File: src/design/dda_pkg.sv
// Shared package for the DDA line rasterizer: command codes, default
// widths and the command/status structs between controller and datapath.
// No dependencies.
package dda_pkg;

  localparam int COORD_BITS_DEF = 12;
  localparam int FRAC_BITS_DEF  = 16;

  localparam logic CMD_LOAD = 1'b0;
  localparam logic CMD_STEP = 1'b1;

  // Controller to datapath commands
  typedef struct packed {
    logic load;        // latch endpoints, color, start both dividers
    logic div_run;     // one restoring-division iteration
    logic div_finish;  // write signed increments from the quotients
    logic advance;     // emit a pixel into the output register, step accumulators
  } dda_cmd_t;

  // Datapath to controller status
  typedef struct packed {
    logic last;        // the next pixel ends the line
  } dda_stat_t;

endpackage

File: src/design/dda_div.sv
// Restoring divider, one quotient bit per cycle while run is high: (mag << FRAC_BITS) / divisor.
// Used by dda_dp, one per axis; no package dependency.
module dda_div #(
  parameter int COORD_BITS = 12,
  parameter int FRAC_BITS  = 16
) (
  input  logic                  clk,
  input  logic                  start,
  input  logic                  run,
  input  logic [COORD_BITS-1:0] dividend_mag,
  input  logic [COORD_BITS-1:0] divisor,
  output logic [FRAC_BITS:0]    quot
);

  localparam int DVD_W = COORD_BITS + FRAC_BITS;

  logic [COORD_BITS-1:0] rem_r, rem_nxt;
  logic [DVD_W-1:0]      dvd_r, dvd_nxt;
  logic [COORD_BITS-1:0] dvs_r, dvs_nxt;
  logic [COORD_BITS:0]   trial;
  logic [COORD_BITS:0]   diff;
  logic                  ge;

  assign trial = {rem_r, dvd_r[DVD_W-1]};
  assign diff  = trial - {1'b0, dvs_r};
  assign ge    = (trial >= {1'b0, dvs_r});

  always_comb begin
    rem_nxt = rem_r;
    dvd_nxt = dvd_r;
    dvs_nxt = dvs_r;
    if (start) begin
      rem_nxt = '0;
      dvd_nxt = {dividend_mag, {FRAC_BITS{1'b0}}};
      dvs_nxt = divisor;
    end else if (run) begin
      // remainder stays below the divisor, so it fits the narrow register
      rem_nxt = ge ? diff[COORD_BITS-1:0] : trial[COORD_BITS-1:0];
      dvd_nxt = {dvd_r[DVD_W-2:0], ge};
    end
  end

  always_ff @(posedge clk) begin
    rem_r <= rem_nxt;
    dvd_r <= dvd_nxt;
    dvs_r <= dvs_nxt;
  end

  // magnitude never exceeds the divisor, so the quotient is at most 2^FRAC_BITS
  assign quot = dvd_r[FRAC_BITS:0];

endmodule

File: src/design/dda_dp.sv
// Datapath of the DDA line rasterizer: setup, two dividers, accumulators,
// pixel counter and output register. Depends on dda_pkg and dda_div.
module dda_dp #(
  parameter int COORD_BITS = 12,
  parameter int FRAC_BITS  = 16
) (
  input  logic                         clk,
  input  logic                         rst_n,
  input  dda_pkg::dda_cmd_t            cmd,
  output dda_pkg::dda_stat_t           stat,
  input  logic signed [COORD_BITS-1:0] start_x,
  input  logic signed [COORD_BITS-1:0] start_y,
  input  logic signed [COORD_BITS-1:0] end_x,
  input  logic signed [COORD_BITS-1:0] end_y,
  input  logic [31:0]                  line_color,
  output logic signed [COORD_BITS-1:0] pixel_x,
  output logic signed [COORD_BITS-1:0] pixel_y,
  output logic [31:0]                  pixel_color,
  output logic                         last_pixel
);
  import dda_pkg::*;

  localparam int ACC_W  = COORD_BITS + FRAC_BITS + 1;
  localparam int STEP_W = FRAC_BITS + 2;
  localparam int CNT_W  = COORD_BITS + 1;

  // setup
  logic signed [COORD_BITS:0] dx, dy;
  logic [COORD_BITS:0]        ax_w, ay_w;
  logic [COORD_BITS-1:0]      ax, ay, steps_raw, steps;
  logic [FRAC_BITS:0]         qx, qy;

  assign dx   = {end_x[COORD_BITS-1], end_x} - {start_x[COORD_BITS-1], start_x};
  assign dy   = {end_y[COORD_BITS-1], end_y} - {start_y[COORD_BITS-1], start_y};
  assign ax_w = dx[COORD_BITS] ? -dx : dx;
  assign ay_w = dy[COORD_BITS] ? -dy : dy;
  assign ax   = ax_w[COORD_BITS-1:0];
  assign ay   = ay_w[COORD_BITS-1:0];
  assign steps_raw = (ax >= ay) ? ax : ay;
  assign steps     = (steps_raw == '0) ? COORD_BITS'(1) : steps_raw;

  dda_div #(.COORD_BITS(COORD_BITS), .FRAC_BITS(FRAC_BITS)) u_div_x (
    .clk(clk), .start(cmd.load), .run(cmd.div_run),
    .dividend_mag(ax), .divisor(steps), .quot(qx)
  );

  dda_div #(.COORD_BITS(COORD_BITS), .FRAC_BITS(FRAC_BITS)) u_div_y (
    .clk(clk), .start(cmd.load), .run(cmd.div_run),
    .dividend_mag(ay), .divisor(steps), .quot(qy)
  );

  logic [ACC_W-1:0]  xacc_r, xacc_nxt, yacc_r, yacc_nxt;
  logic [STEP_W-1:0] xstep_r, xstep_nxt, ystep_r, ystep_nxt;
  logic              xneg_r, xneg_nxt, yneg_r, yneg_nxt;
  logic [CNT_W-1:0]  left_r, left_nxt;
  logic [31:0]       color_r, color_nxt;
  logic [COORD_BITS-1:0] px_r, px_nxt, py_r, py_nxt;
  logic [31:0]       pcolor_r, pcolor_nxt;
  logic              plast_r, plast_nxt;
  logic              last;

  // round half away from zero: (acc + half - sign) >>> FRAC_BITS
  localparam logic [ACC_W:0] HALF = (ACC_W + 1)'(1) << (FRAC_BITS - 1);
  logic [ACC_W:0] xr, yr;
  assign xr = {xacc_r[ACC_W-1], xacc_r} + HALF - (ACC_W + 1)'(xacc_r[ACC_W-1]);
  assign yr = {yacc_r[ACC_W-1], yacc_r} + HALF - (ACC_W + 1)'(yacc_r[ACC_W-1]);

  assign last = (left_r <= CNT_W'(1));

  always_comb begin
    xacc_nxt   = xacc_r;
    yacc_nxt   = yacc_r;
    xstep_nxt  = xstep_r;
    ystep_nxt  = ystep_r;
    xneg_nxt   = xneg_r;
    yneg_nxt   = yneg_r;
    left_nxt   = left_r;
    color_nxt  = color_r;
    px_nxt     = px_r;
    py_nxt     = py_r;
    pcolor_nxt = pcolor_r;
    plast_nxt  = plast_r;
    if (cmd.load) begin
      xacc_nxt  = {start_x[COORD_BITS-1], start_x, {FRAC_BITS{1'b0}}};
      yacc_nxt  = {start_y[COORD_BITS-1], start_y, {FRAC_BITS{1'b0}}};
      xneg_nxt  = dx[COORD_BITS];
      yneg_nxt  = dy[COORD_BITS];
      left_nxt  = {1'b0, steps} + CNT_W'(1);
      color_nxt = line_color;
    end
    if (cmd.div_finish) begin
      xstep_nxt = xneg_r ? -{1'b0, qx} : {1'b0, qx};
      ystep_nxt = yneg_r ? -{1'b0, qy} : {1'b0, qy};
    end
    if (cmd.advance) begin
      px_nxt     = xr[FRAC_BITS+COORD_BITS-1:FRAC_BITS];
      py_nxt     = yr[FRAC_BITS+COORD_BITS-1:FRAC_BITS];
      pcolor_nxt = color_r;
      plast_nxt  = last;
      xacc_nxt   = xacc_r + {{(ACC_W-STEP_W){xstep_r[STEP_W-1]}}, xstep_r};
      yacc_nxt   = yacc_r + {{(ACC_W-STEP_W){ystep_r[STEP_W-1]}}, ystep_r};
      left_nxt   = last ? '0 : left_r - CNT_W'(1);
    end
  end

  always_ff @(posedge clk) begin
    if (!rst_n) begin
      left_r <= '0;
    end else begin
      left_r <= left_nxt;
    end
  end

  always_ff @(posedge clk) begin
    xacc_r   <= xacc_nxt;
    yacc_r   <= yacc_nxt;
    xstep_r  <= xstep_nxt;
    ystep_r  <= ystep_nxt;
    xneg_r   <= xneg_nxt;
    yneg_r   <= yneg_nxt;
    color_r  <= color_nxt;
    px_r     <= px_nxt;
    py_r     <= py_nxt;
    pcolor_r <= pcolor_nxt;
    plast_r  <= plast_nxt;
  end

  assign stat.last   = last;
  assign pixel_x     = px_r;
  assign pixel_y     = py_r;
  assign pixel_color = pcolor_r;
  assign last_pixel  = plast_r;

endmodule

File: src/design/dda_ctrl.sv
// Controller of the DDA line rasterizer: idle/divide/finish/run sequencing,
// input handshake and output valid. Depends on dda_pkg.
module dda_ctrl #(
  parameter int COORD_BITS = 12,
  parameter int FRAC_BITS  = 16
) (
  input  logic               clk,
  input  logic               rst_n,
  input  logic               in_tvalid,
  input  logic               in_cmd,
  output logic               in_tready,
  output logic               out_tvalid,
  input  logic               out_tready,
  input  dda_pkg::dda_stat_t stat,
  output dda_pkg::dda_cmd_t  cmd
);
  import dda_pkg::*;

  localparam int DIV_CYCLES = COORD_BITS + FRAC_BITS;
  localparam int DCNT_W     = $clog2(DIV_CYCLES);

  typedef enum logic [1:0] {
    S_IDLE,
    S_DIV,
    S_FIN,
    S_RUN
  } state_t;

  state_t            state_r, state_nxt;
  logic [DCNT_W-1:0] dcnt_r, dcnt_nxt;
  logic              out_valid_r, out_valid_nxt;
  logic              accept;

  // hold off new items while dividing or finishing, or while a pixel waits that is not taken
  assign in_tready = (state_r != S_DIV) && (state_r != S_FIN) &&
                     (!out_valid_r || out_tready);
  assign accept    = in_tvalid && in_tready;

  always_comb begin
    cmd            = '0;
    cmd.load       = accept && (in_cmd == CMD_LOAD);
    cmd.advance    = accept && (in_cmd == CMD_STEP) && (state_r == S_RUN);
    cmd.div_run    = (state_r == S_DIV);
    cmd.div_finish = (state_r == S_FIN);
  end

  always_comb begin
    state_nxt     = state_r;
    dcnt_nxt      = dcnt_r;
    out_valid_nxt = out_valid_r;
    if (out_tready) begin
      out_valid_nxt = 1'b0;
    end
    if (cmd.advance) begin
      out_valid_nxt = 1'b1;
    end
    unique case (state_r) inside
      S_IDLE, S_RUN: begin
        if (cmd.load) begin
          state_nxt = S_DIV;
          dcnt_nxt  = '0;
        end else if (cmd.advance && stat.last) begin
          state_nxt = S_IDLE;
        end
      end
      S_DIV: begin
        dcnt_nxt = dcnt_r + DCNT_W'(1);
        if (dcnt_r == DCNT_W'(DIV_CYCLES - 1)) begin
          state_nxt = S_FIN;
        end
      end
      S_FIN: begin
        state_nxt = S_RUN;
      end
      default: begin
        state_nxt = S_IDLE;
      end
    endcase
  end

  always_ff @(posedge clk) begin
    if (!rst_n) begin
      state_r     <= S_IDLE;
      dcnt_r      <= '0;
      out_valid_r <= 1'b0;
    end else begin
      state_r     <= state_nxt;
      dcnt_r      <= dcnt_nxt;
      out_valid_r <= out_valid_nxt;
    end
  end

  assign out_tvalid = out_valid_r;

`ifndef ASSERT_OFF
  a_no_accept_in_div: assert property (@(posedge clk) disable iff (!rst_n)
    (state_r == S_DIV || state_r == S_FIN) |-> !in_tready)
    else $error("item accepted during division");

  a_load_starts_div: assert property (@(posedge clk) disable iff (!rst_n)
    cmd.load |=> (state_r == S_DIV && dcnt_r == '0))
    else $error("load did not start the divider");

  a_last_ends_line: assert property (@(posedge clk) disable iff (!rst_n)
    (cmd.advance && stat.last) |=> (state_r == S_IDLE))
    else $error("line did not end after its last pixel");

  a_valid_from_advance: assert property (@(posedge clk) disable iff (!rst_n)
    $rose(out_valid_r) |-> $past(cmd.advance))
    else $error("output valid without an emitted pixel");
`endif

endmodule

File: src/design/dda_line_rasterizer.sv
// Top level of the DDA line rasterizer: stream ports, field packing, and
// the controller/datapath pair. Depends on dda_pkg, dda_ctrl, dda_dp, dda_div.
//
// Usage:
//   Input channel (in_*): in_tuser carries the command. A load item latches
//   start/end points and a color; a step item asks for the next pixel.
//   Output channel (out_*): one pixel item per step item while a line is
//   active, out_tlast marks the line's final pixel (steps+1 pixels per line).
//   Step items with no active line are taken and dropped.
//   Setup: after a load, in_tready stays low while the two restoring
//   dividers produce the per-axis increments, one quotient bit per cycle,
//   and then while the increments are written.
//   Each accepted step item shows its pixel on out_* the next cycle.
//   Throughput: one pixel per clock while the line runs and the receiver
//   takes each pixel; the single output register sets that figure.
//   Reset (rst_n low, synchronous): idle, no line, out_tvalid low.
//   Receiver stall: the pixel holds in the output register and in_tready
//   drops until out_tready returns, so no item is lost.
module dda_line_rasterizer #(
  parameter int COORD_BITS = dda_pkg::COORD_BITS_DEF,
  parameter int FRAC_BITS  = dda_pkg::FRAC_BITS_DEF,
  localparam int IN_W       = 4 * COORD_BITS + 32,
  localparam int IN_TDATA_W = ((IN_W + 7) / 8) * 8,
  localparam int OUT_W       = 2 * COORD_BITS + 32,
  localparam int OUT_TDATA_W = ((OUT_W + 7) / 8) * 8
) (
  input  logic                   clk,
  input  logic                   rst_n,
  input  logic                   in_tvalid,
  output logic                   in_tready,
  // start_x, start_y, end_x, end_y, line_color (low bit up), zero padded
  input  logic [IN_TDATA_W-1:0]  in_tdata,
  // cmd
  input  logic                   in_tuser,
  output logic                   out_tvalid,
  input  logic                   out_tready,
  // pixel_x, pixel_y, pixel_color (low bit up), zero padded
  output logic [OUT_TDATA_W-1:0] out_tdata,
  output logic                   out_tlast
);
  import dda_pkg::*;

  dda_cmd_t  cmd;
  dda_stat_t stat;

  logic signed [COORD_BITS-1:0] start_x, start_y, end_x, end_y;
  logic [31:0]                  line_color;
  logic signed [COORD_BITS-1:0] pixel_x, pixel_y;
  logic [31:0]                  pixel_color;

  // unpack the input fields, lowest first
  assign start_x    = in_tdata[COORD_BITS-1:0];
  assign start_y    = in_tdata[2*COORD_BITS-1:COORD_BITS];
  assign end_x      = in_tdata[3*COORD_BITS-1:2*COORD_BITS];
  assign end_y      = in_tdata[4*COORD_BITS-1:3*COORD_BITS];
  assign line_color = in_tdata[4*COORD_BITS+31:4*COORD_BITS];

  dda_ctrl #(.COORD_BITS(COORD_BITS), .FRAC_BITS(FRAC_BITS)) u_ctrl (
    .clk(clk),
    .rst_n(rst_n),
    .in_tvalid(in_tvalid),
    .in_cmd(in_tuser),
    .in_tready(in_tready),
    .out_tvalid(out_tvalid),
    .out_tready(out_tready),
    .stat(stat),
    .cmd(cmd)
  );

  dda_dp #(.COORD_BITS(COORD_BITS), .FRAC_BITS(FRAC_BITS)) u_dp (
    .clk(clk),
    .rst_n(rst_n),
    .cmd(cmd),
    .stat(stat),
    .start_x(start_x),
    .start_y(start_y),
    .end_x(end_x),
    .end_y(end_y),
    .line_color(line_color),
    .pixel_x(pixel_x),
    .pixel_y(pixel_y),
    .pixel_color(pixel_color),
    .last_pixel(out_tlast)
  );

  // pack the pixel, x in the lowest bits, pad with zeros to whole bytes
  assign out_tdata = OUT_TDATA_W'({pixel_color, pixel_y, pixel_x});

endmodule

File: config.mk
export PLATFORM = sky130hd
export DESIGN_NAME = dda_line_rasterizer
export DESIGN_NICKNAME = d
export VERILOG_FILES = /design/src/design/dda_pkg.sv /design/src/design/dda_div.sv /design/src/design/dda_dp.sv /design/src/design/dda_ctrl.sv /design/src/design/dda_line_rasterizer.sv
export SDC_FILE = /design/constraint.sdc
export NUM_CORES = 1
export LEC_CHECK = 0
export BUFFER_PORTS_ARGS = -buffer_cell sky130_fd_sc_hd__buf_4
export CORE_MARGIN = 3
export CORE_UTILIZATION = 35
export DETAILED_ROUTE_END_ITERATION = 12
export GPL_TIMING_DRIVEN = 0
export PLACE_DENSITY = 0.54
export SKIP_LAST_GASP = 1
export SLEW_MARGIN = 15
export SYNTH_ARGS = -nofsm -noshare
export SYNTH_HDL_FRONTEND = slang
export SYNTH_SLANG_ARGS = --single-unit
File: constraint.sdc
create_clock -name clk -period 11.6 [get_ports clk]
set_input_delay 2.32 -clock clk [delete_from_list [all_inputs] [get_ports clk]]
set_output_delay 2.32 -clock clk [all_outputs]
set_load 0.02 [all_outputs]
-- Yosys cells after proc, flatten, opt, wreduce, memory -nomap -nowiden
Cells that the tools add are included.
- word-level logic and storage cells: 100
- output and inout port bits: 59
- bits of input ports: 85
- bits in registers: 298
- reduce and logical (&&, ||, !) cells: 18
- add/subtract/negate cells: 17
- bitwise gates (word level): 1
- mux-type cells: 27
- order comparisons: 4
- equal/unequal tests: 9
- operator list (cell ; count):
    $mux W29 ; 4
    $mux W28 ; 4
    $mux W12 ; 6
    $add A29 B29 Y29 ; 2
    $add A28 B17 Y28 const B ; 2
    $sub A28 B1 Y28 ; 2
    $mux W13 ; 3
    $neg A17 Y18 ; 2
    $mux W17 ; 2
    $ge A13 B12 Y1 ; 2
    $sub A12 B12 Y13 ; 2
    $neg A12 Y12 ; 2
    $sub A12 B12 Y12 ; 2
    $add A12 B1 Y13 const B ; 1
    $le A13 B1 Y1 const B ; 1
    $sub A13 B1 Y13 const B ; 1
    $ge A12 B12 Y1 ; 1
    $logic_not A12 Y1 ; 1
    $pmux W5 S2 ; 1
    $reduce_bool A2 Y1 ; 4
    $logic_and A1 B1 Y1 ; 7
    $mux W2 ; 3
    $pmux W2 S3 ; 1
    $add A5 B1 Y5 const B ; 1
    other kinds (14) ; 19

-- Logic depth before layout (Yosys ltp)
Gate-level depths: netlist of run 1.
- word-level depth: 10
- mapped depth: 25
- gate-level depth less buffers: 24

-- Modules after synthesis
From an unflattened synthesis of run 1, not the netlist that was laid out.
- cells, all modules: 2113
- area total of the unflattened synthesis: 20781.2 um2
- modules (own cells, without submodules) (module ; sequential area each (um2) ; cells each ; area an instance (um2) ; instances):
    dda_dp ; 5815.6 ; 1507 ; 14885.5 ; 1
    dda_div ; 1281.2 ; 275 ; 2708.8 ; 2
    dda_ctrl ; 160.2 ; 56 ; 478.0 ; 1

-- Worst setup path before layout of run 1
Ideal clock, no wire load.
- path kind: in2reg
- start point: input port in_tdata[36]
- end point: register u_dp.left_r[11]
- setup time: 132 ps
- buffers on the path: 1
- slack: 4336 ps
- stages: 24
- data required time: 11468 ps
- arrival time: 7132 ps
- cell sequence: inv_1 -> ha_1 -> fa_1 -> and2b_4 -> o221a_4 -> mux2i_1 -> a2111oi_4 -> o21ai_1 -> o41ai_2 -> xnor2_1 -> inv_1 -> ha_1 -> o21ai_0 -> a21oi_1 -> nor2_1 -> a41oi_1 -> inv_1 -> clkbuf_1 -> o32a_1 -> nor2b_4 -> nand4_2 -> or4b_4 -> xnor2_1 -> a21oi_1
- longest elaborated chain between the ends: 10
- ends and longest elaborated chain (what ; line ; RTL):
    start, declared ; dda_line_rasterizer.sv:32 ; input logic [IN_TDATA_W-1:0] in_tdata,
    $sub A12 B12 Y13 * ; dda_dp.sv:34 ; assign dy = {end_y[COORD_BITS-1], end_y} - {start_y[COORD_BITS-1], start_y};
    $neg A12 Y12 ; dda_dp.sv:36 ; assign ay_w = dy[COORD_BITS] ? -dy : dy;
    $mux W12 * ; dda_dp.sv:36 ;
    $ge A12 B12 Y1 ; dda_dp.sv:39 ; assign steps_raw = (ax >= ay) ? ax : ay;
    $mux W12 * ; dda_dp.sv:39 ;
    $logic_not A12 Y1 ; dda_dp.sv:40 ; assign steps = (steps_raw == '0) ? COORD_BITS'(1) : steps_raw;
    $mux W12 * ; dda_dp.sv:40 ;
    $add A12 B1 Y13 * ; dda_dp.sv:88 ; left_nxt = {1'b0, steps} + CNT_W'(1);
    $mux W13 * ; dda_dp.sv:83 ; if (cmd.load) begin
    $mux W13 * ; dda_dp.sv:95 ; if (cmd.advance) begin
    end signal, assigned ; dda_dp.sv:110 ; left_r <= left_nxt;
    end, declared ; dda_dp.sv:55 ; logic [CNT_W-1:0] left_r, left_nxt;
Mark *: on every way between the ends. The rest lies on a longest branch, timed or not. The select of a mux whose other input is x is not followed.
A chain may end at the register's enable or synchronous reset.

-- Final worst setup path of run 1
- start point: input port in_tdata[12]
- end point: register u_dp.left_r[11]
- longest elaborated chain between the ends: 10
- ends and longest elaborated chain (what ; line ; RTL):
    $sub A12 B12 Y13 * ; dda_dp.sv:34 ;
    $neg A12 Y12 ; dda_dp.sv:36 ;
    $mux W12 * ; dda_dp.sv:36 ;
    $ge A12 B12 Y1 ; dda_dp.sv:39 ;
    $mux W12 * ; dda_dp.sv:39 ;
    $logic_not A12 Y1 ; dda_dp.sv:40 ;
    $mux W12 * ; dda_dp.sv:40 ;
    named net u_dp.steps[5] ; dda_dp.sv:30 ; logic [COORD_BITS-1:0] ax, ay, steps_raw, steps;
    $add A12 B1 Y13 * ; dda_dp.sv:88 ;
    $mux W13 * ; dda_dp.sv:83 ;
    $mux W13 * ; dda_dp.sv:95 ;
The timed path passes the listed nets; every way through them passes the cells marked *. The select of a mux whose other input is x is not followed.

==> impl_metrics.ini, run 1 <==
[clocking]
path_clk_slew_ns = 0.06
cts_buffer_depth = 3
cts_inserted_buffers = 36
numClockSinks = 298
ctsHoldBuffers = 0
htree_levels = 2
clockRootBuffer = clkbuf_16
cts_tree = done
clock_latency_ns = 0.56
cts_resized = 0
cts_setup_buffers = 0

[drt]
dr.pass1.iters = 5
viasPerCell = 5.25
dr_total_vias = 15100
wire_per_inst_microns = 17.6
wirelength_microns = 50900
drc = 0
drt_iter0_markers = 895
antenna_left = 0

[pwr]
p_leak_nw = 9.35
p_comb_share_pct = 44.9
internal_power_mw = 3.04
seqPwrFrac_pct = 32.0
irDropWorstVdd_mv = 0.125
p_switching_mw = 1.91
clkPwrFrac_pct = 23.1
powerDensity_nw_per_um2 = 219
sw_frac_of_total_pct = 38.6

[die]
initial_utilization_pct = 35.6
coreArea_sq_um = 54200
die_w_microns = 241
pin_count = 144
fp-row-count = 85
dieArea_sq_um = 58100
die-height_microns = 241

[worst_setup_path]
crit_slowest_cell = or4b_4
critPathKind = input port to flop
cp_max_fo = 10
critical_path.max_stage_delay_ns = 0.56
crit_arrival_ns = 8.21
crit_family = compound AO/OA/AOI/OAI gates
crit_required_ns = 12.00
path_cells = buf_4 > ha_1 > fa_1 > and2b_4 > o221a_4 > mux2i_1 > a2111oi_4 > o21ai_1 > o41ai_2 > xnor2_1 > inv_1 > ha_1 > o21ai_0 > a21oi_1 > nor2_1 > a41oi_1 > inv_1 > clkbuf_1 > mux2i_2 > nand4_2 > or4b_4 > xnor2_1 > a21oi_1
end_kind = flop
cp-start-kind = input port
crit_buf_inv = 4

[timing]
final-max-slew-violation-count = 0
min_period_over_period_pct = 67.3
relSlewSlack_pct = 35.8
min_period_ns = 7.80
layout_setup_ws_ns = 3.80
fin_skew_ns = 0.0279
tightestPinTransition_ns = 0.963
fin_setup_tns_ns = 0
rsz0062_at_grt = no
finalHoldViolations = 0
fmax_ghz = 0.128
setup_viol = 0

[synthesis]
synthArstFlopShare_pct = 0
synth_fp_nets = 2243
syn_area_sq_um = 19300
synth_seq_cells = 298
synthFlopType = edfxtp_1
yosys_warnings = 0
synth.yosys.seq_area_share_pct = 42.3
synthCells = 1974
post_synth.cell_area_avg_sq_um = 9.79
ys_types = 87
synth_edf_count = 221

[layout]
final_area_sq_um = 22600
seqCellArea_sq_um = 8180
final_common_cell = edfxtp_1
synthToLayoutAreaGrowth_pct = 16.8
multi_input_area_sq_um = 10300
num_antenna_cells = 0
drive_gt1_share_pct = 11.4
fillCellCount = 5289
mostFrequentLayoutCells = 221 x edfxtp_1, 177 x ha_1, 159 x inv_1, 159 x nor2_1, 157 x o21ai_0
fin_cells = 2883
fin_nets = 2428

[worst_hold_path]
worstHoldPathType = flop to flop

[placement]
dp_cells = 2817
dpl.hpwl_microns = 39200
gp_congestion = 0.870
place_area_sq_um = 21400
dp_slack_ns = 3.28
port_buffers = 143

[grt]
grt_pass1_vias = 14800
gr-total-overflow = 0
grt_max_degree = 46
antenna_found_initial = 0
grt_pass1_wl_microns = 79300
gr-usage-all-layers_pct = 17.3

[run_status]
status = finished, final reports clean

[job]
cap_viol_max_count = 0
==> cells in the mapped netlist, types with 7 or more instances <==
cell type | n | area (sq um)
edfxtp_1 | 221 | 6640
ha_1 | 178 | 2230
inv_1 | 159 | 597
nor2_1 | 159 | 597
o21ai_0 | 157 | 786
nand2_1 | 115 | 432
a21oi_1 | 104 | 521
xnor2_1 | 100 | 876
dfxtp_1 | 77 | 1540
mux2i_1 | 58 | 581
nand3_1 | 57 | 285
nor3_1 | 51 | 255
xor2_1 | 51 | 447
clkbuf_1 | 46 | 173
a21o_1 | 45 | 338
nor2b_1 | 34 | 213
nand2b_1 | 33 | 206
o211ai_1 | 21 | 158
o31ai_1 | 20 | 150
or3_1 | 19 | 119
a31oi_1 | 18 | 113
and2_1 | 15 | 93.8
o21a_1 | 15 | 113
a211oi_1 | 14 | 105
nand4_1 | 13 | 81.3
and3_1 | 11 | 68.8
o21bai_1 | 10 | 75.1
or2_2 | 10 | 62.6
a21boi_0 | 8 | 60.1
buf_1 | 8 | 30.0
nor4_1 | 8 | 50.1
o21ai_1 | 8 | 40.0
o2111ai_1 | 7 | 61.3
o41ai_1 | 7 | 61.3
==> cell type report <==
type / count / area share (%)
buffer: 59 / 1.06
clock buffer: 54 / 4.74
clock inverter: 12 / 0.576
inverter: 160 / 2.66
multi-input combinational: 1457 / 45.7
sequential: 298 / 36.2
tap: 696 / 3.86
timing repair buffer: 147 / 5.17
==> worst reg2reg max path: cells and delay by family, from the launching register on <==
| family | cells | cell delay, ns |
|---|---|---|
| buffers and inverters | 1 | 0.07 |
| AOI/OAI and AO/OA | 8 | 2.28 |
| and+or+nand+nor | 2 | 0.47 |
| xor gates and xnor gates | 1 | 0.14 |
| adders and majority gates | 2 | 0.42 |
| DFF | 1 | 0.37 |
==> power by group through the flow <==
stage / clock, mW / sequential, mW / combinational (mW)
6_report: 1.14 / 1.58 / 2.23
5_1_grt: 1.23 / 1.61 / 2.50
4_1_cts: 1.18 / 1.58 / 2.23
3_5_place_dp: 0 / 1.61 / 2.21
3_3_place_gp: 0 / 1.61 / 2.16
2_1_floorplan: 0 / 1.56 / 1.70
==> worst paths after layout <==
path | startpoint | endpoint | slack (ns) | cells after the start
worst max-delay path | in_tdata[12] | u_dp.left_r[11]$_SDFFE_PN0P_ | 3.80 | 23
worst min-delay path | u_dp.color_r[17]$_DFFE_PP_ | u_dp.pixel_color[17]$_DFFE_PP_ | 0.39 | 0
worst max register to register | u_dp.ystep_r[0]$_DFFE_PP_ | u_dp.yacc_r[28]$_DFFE_PP_ | 7.61 | 14
worst min register to register | u_dp.color_r[17]$_DFFE_PP_ | u_dp.pixel_color[17]$_DFFE_PP_ | 0.39 | 0
==> layer usage <==
layer | track usage [%] | part of all wire, % | vias to the layer above
met4 | 5.16 | 2.4 | 0
met2 | 28.7 | 47 | 254
met5 | 0 | 0 | -
met1 | 23.4 | 47 | 7247
li1 | - | - | 7565
met3 | 2.49 | 3.6 | 76
==> cells by family after synthesis <==
family | share of synthesized area [%]
xor gates and xnor gates | 6.93
adders and majority gates | 12.1
and+or+nand+nor | 14.5
AOI/OAI and AO/OA | 16.4
DFF | 42.3
muxes | 3.45
buffers and inverters | 4.29
==> flip-flops by register name, summed over array words and instances (netlist names), 12 cells and up <==
signal	cells
u_dp.xacc_r	29
u_dp.left_r	13
u_dp.u_div_x.dvd_r	28
u_dp.color_r	32
u_dp.pixel_color	32
u_dp.pixel_y	12
u_dp.ystep_r	18
u_dp.pixel_x	12
u_dp.yacc_r	29
u_dp.u_div_x.dvs_r	12
u_dp.xstep_r	18
u_dp.u_div_x.rem_r	12
u_dp.u_div_y.rem_r	12
u_dp.u_div_y.dvd_r	28
==> stage by stage <==
step                hold slack, ns  power [mW]  utilization (%)
global route                 0.416        5.34             41.6
finish                       0.391        4.96             41.6
global placement             0.401        3.77             39.2
CTS                          0.401        5.00             41.6
detailed placement           0.405        3.82             39.4
floorplan                    0.400        3.25                -
Power figures use the tool's default switching activity.
==> run 2, diff against run 1 <==
--- a/config.mk
+++ b/config.mk
@@ -5,6 +5,7 @@
 export SDC_FILE = /design/constraint.sdc
 export NUM_CORES = 1
 export LEC_CHECK = 0
+export ABC_AREA = 1
 export BUFFER_PORTS_ARGS = -buffer_cell sky130_fd_sc_hd__buf_4
 export CORE_MARGIN = 3
 export CORE_UTILIZATION = 35
==> constraint.sdc (replaced) <==
create_clock -name clk -period 7.3 [get_ports clk]
set_input_delay 1.46 -clock clk [delete_from_list [all_inputs] [get_ports clk]]
set_output_delay 1.46 -clock clk [all_outputs]
set_load 0.02 [all_outputs]
==> run 2 against run 1 <==
Effect of this change: total power rose by 9.2%; sequential power rose by 25%; clock-buffer cell count increased by 1; synthesized area rose by 4.8%; routed wire length rose by 9.2%; sequential share of layout area shrank 1.7 points; largest cell class unchanged.
==> impl_metrics.ini, run 2 <==
[grt]
grt_max_degree = 59
gr-total-overflow = 0
grt_pass1_wl_microns = 85400
grt_pass1_vias = 16400
antenna_found_initial = 3
gr-usage-all-layers_pct = 17.8

[timing]
final-max-slew-violation-count = 0
setup_viol = 0
fin_skew_ns = 0.0251
finalHoldViolations = 0
min_period_over_period_pct = 74.0
min_period_ns = 5.40
relSlewSlack_pct = 35.2
fin_setup_tns_ns = 0
tightestPinTransition_ns = 0.972
fmax_ghz = 0.185
rsz0062_at_grt = no

[worst_hold_path]
min_from = u_dp.color_r[11]$_DFFE_PP_
holdPathEnd = u_dp.pixel_color[11]$_DFFE_PP_
min_path_cells = 0
worstHoldPathType = flop to flop

[pwr]
irDropWorstVdd_mv = 0.145
p_leak_nw = 10.8
p_total_mw = 5.41
powerDensity_nw_per_um2 = 229

[worst_setup_path]
cp_max_fo = 10
rr_worst_depth = 13
timing.rr.start = u_ctrl.state_r[0]$_SDFFE_PN0P_
critical_path.max_stage_delay_ns = 0.43
r2r_end = u_dp.u_div_y.dvd_r[13]$_SDFFE_PP0P_
crit_arrival_ns = 5.84
crit_required_ns = 7.74
critPathKind = input port to flop
cp-start-kind = input port
r2r_slack_ns = 3.49
end_kind = flop
crit_slowest_cell = fa_1
worst_path_most_repeated_cell = nand2_1

[job]
cap_viol_max_count = 0

[synthesis]
synth_top_area_share_pct = 32.8
post_synth.cell_area_avg_sq_um = 8.30
synth_edf_count = 221
synthCells = 2440
synthArstFlopShare_pct = 0
synth.area.top_cells = edfxtp_1 33%, ha_1 11%, nand2_1 9.2%, dfxtp_1 7.6%, inv_1 6.3%
synth_fp_nets = 2709
synth_seq_cells = 298
yosysMostFrequentCell = nand2_1
synthFlopType = edfxtp_1
synth.yosys.seq_area_share_pct = 40.4
yosys_warnings = 0
synth_top_area_cell = edfxtp_1
syn_area_sq_um = 20300
ys_types = 64
yosys-top-cells-count = 495 x nand2_1, 339 x inv_1, 221 x edfxtp_1

[clocking]
htree_levels = 2
cts_setup_buffers = 0
cts_inserted_buffers = 38
cts_tree = done
path_clk_slew_ns = 0.06
ctsHoldBuffers = 0
clock_latency_ns = 0.56
cts_resized = 0
clockRootBuffer = clkbuf_16
cts_buffer_depth = 3
numClockSinks = 298

[layout]
seqCellArea_sq_um = 8180
final_util_pct = 41.7
final_area_sq_um = 23700
multi_input_area_sq_um = 10500
fillCellCount = 5637
drive_gt1_share_pct = 12.3
fin_nets = 2896
mostFrequentLayoutCells = 494 x nand2_1, 339 x inv_1, 221 x edfxtp_1
synthToLayoutAreaGrowth_pct = 16.8
final_common_cell = nand2_1

[placement]
dpl.hpwl_microns = 43800
port_buffers = 143
place_area_sq_um = 22400
gp_congestion = 0.895

[drt]
wl_met1_microns = 25800
drt_iter0_markers = 1177
dr_wl_met3_microns = 2470
dr_total_vias = 17100
dr.pass1.iters = 8
viasPerCell = 5.02
antenna_left = 0
wirelength_microns = 55500
wl_met2_microns = 25700
top_layer_used = met4
wire_per_inst_microns = 16.3
drc = 0

[die]
coreArea_sq_um = 56800
initial_utilization_pct = 35.7
fp-row-count = 87
pin_count = 144
dieArea_sq_um = 60800
die_w_microns = 247
die-height_microns = 247

[run_status]
status = finished, final reports clean
run 2: worst max path at each step:
stage	to	cells after the start	startpoint
final	u_dp.left_r[11]$_SDFFE_PN0P_	33	in_tdata[12]
after global routing	u_dp.left_r[11]$_SDFFE_PN0P_	32	in_tdata[12]
after CTS	u_dp.left_r[11]$_SDFFE_PN0P_	33	in_tdata[12]
after detailed placement	u_dp.left_r[11]$_SDFFE_PN0P_	33	in_tdata[12]
after global placement	u_dp.yacc_r[23]$_DFFE_PP_	8	out_tready
after floorplan	u_dp.left_r[11]$_SDFFE_PN0P_	34	in_tdata[36]
run 2: final cells by class:
class                      instances  share of cell area [%]
antenna                            2                  0.0211
tap                              756                    4.00
sequential                       298                    34.6
multi-input combinational       1744                    44.6
inverter                         356                    5.65
buffer                            42                   0.909
timing repair buffer             147                    4.94
clock inverter                    13                   0.740
clock buffer                      55                    4.64
run 2: power by group:
| part | total (mW) | switching, mW | internal (mW) |
|---|---|---|---|
| Clock | 1.93 | 0.740 | 1.19 |
| Sequential | 1.98 | 0.0512 | 1.93 |
| Combinational | 1.51 | 0.992 | 0.516 |
run 2: layer usage:
layer	global-route usage, %	up-vias
met5	0	-
met3	2.02	89
met2	29.7	397
li1	-	8686
met4	6.44	0
met1	23.8	7967
run 2: worst max-delay path, delay by kind of cell:
| family | cells | cell delay, ns |
|---|---|---|
| adders and majority gates | 3 | 0.94 |
| buffers and inverters | 6 | 0.66 |
| and+or+nand+nor | 24 | 2.74 |
run 2: kinds of logic (layout without fill, tap and decap cells):
logic type	count (synthesis)	after routing	share of synthesized area, %
compound gates	501	501	14.0
xor+xnor	101	101	4.40
flops	298	298	40.4
buf+inv	398	613	7.60
other cells	0	2	0
simple gates	958	958	22.1
fa+ha+maj	184	184	11.6
run 2: metrics by stage:
step	std cells	hold WS (ns)	setup slack, ns
after floorplan	2440	0.400	2.21
after global placement	3339	0.400	0.713
after detailed placement	3343	0.405	1.36
after CTS	3411	0.418	1.93
after global routing	3413	0.424	1.53
final	3413	0.416	1.90
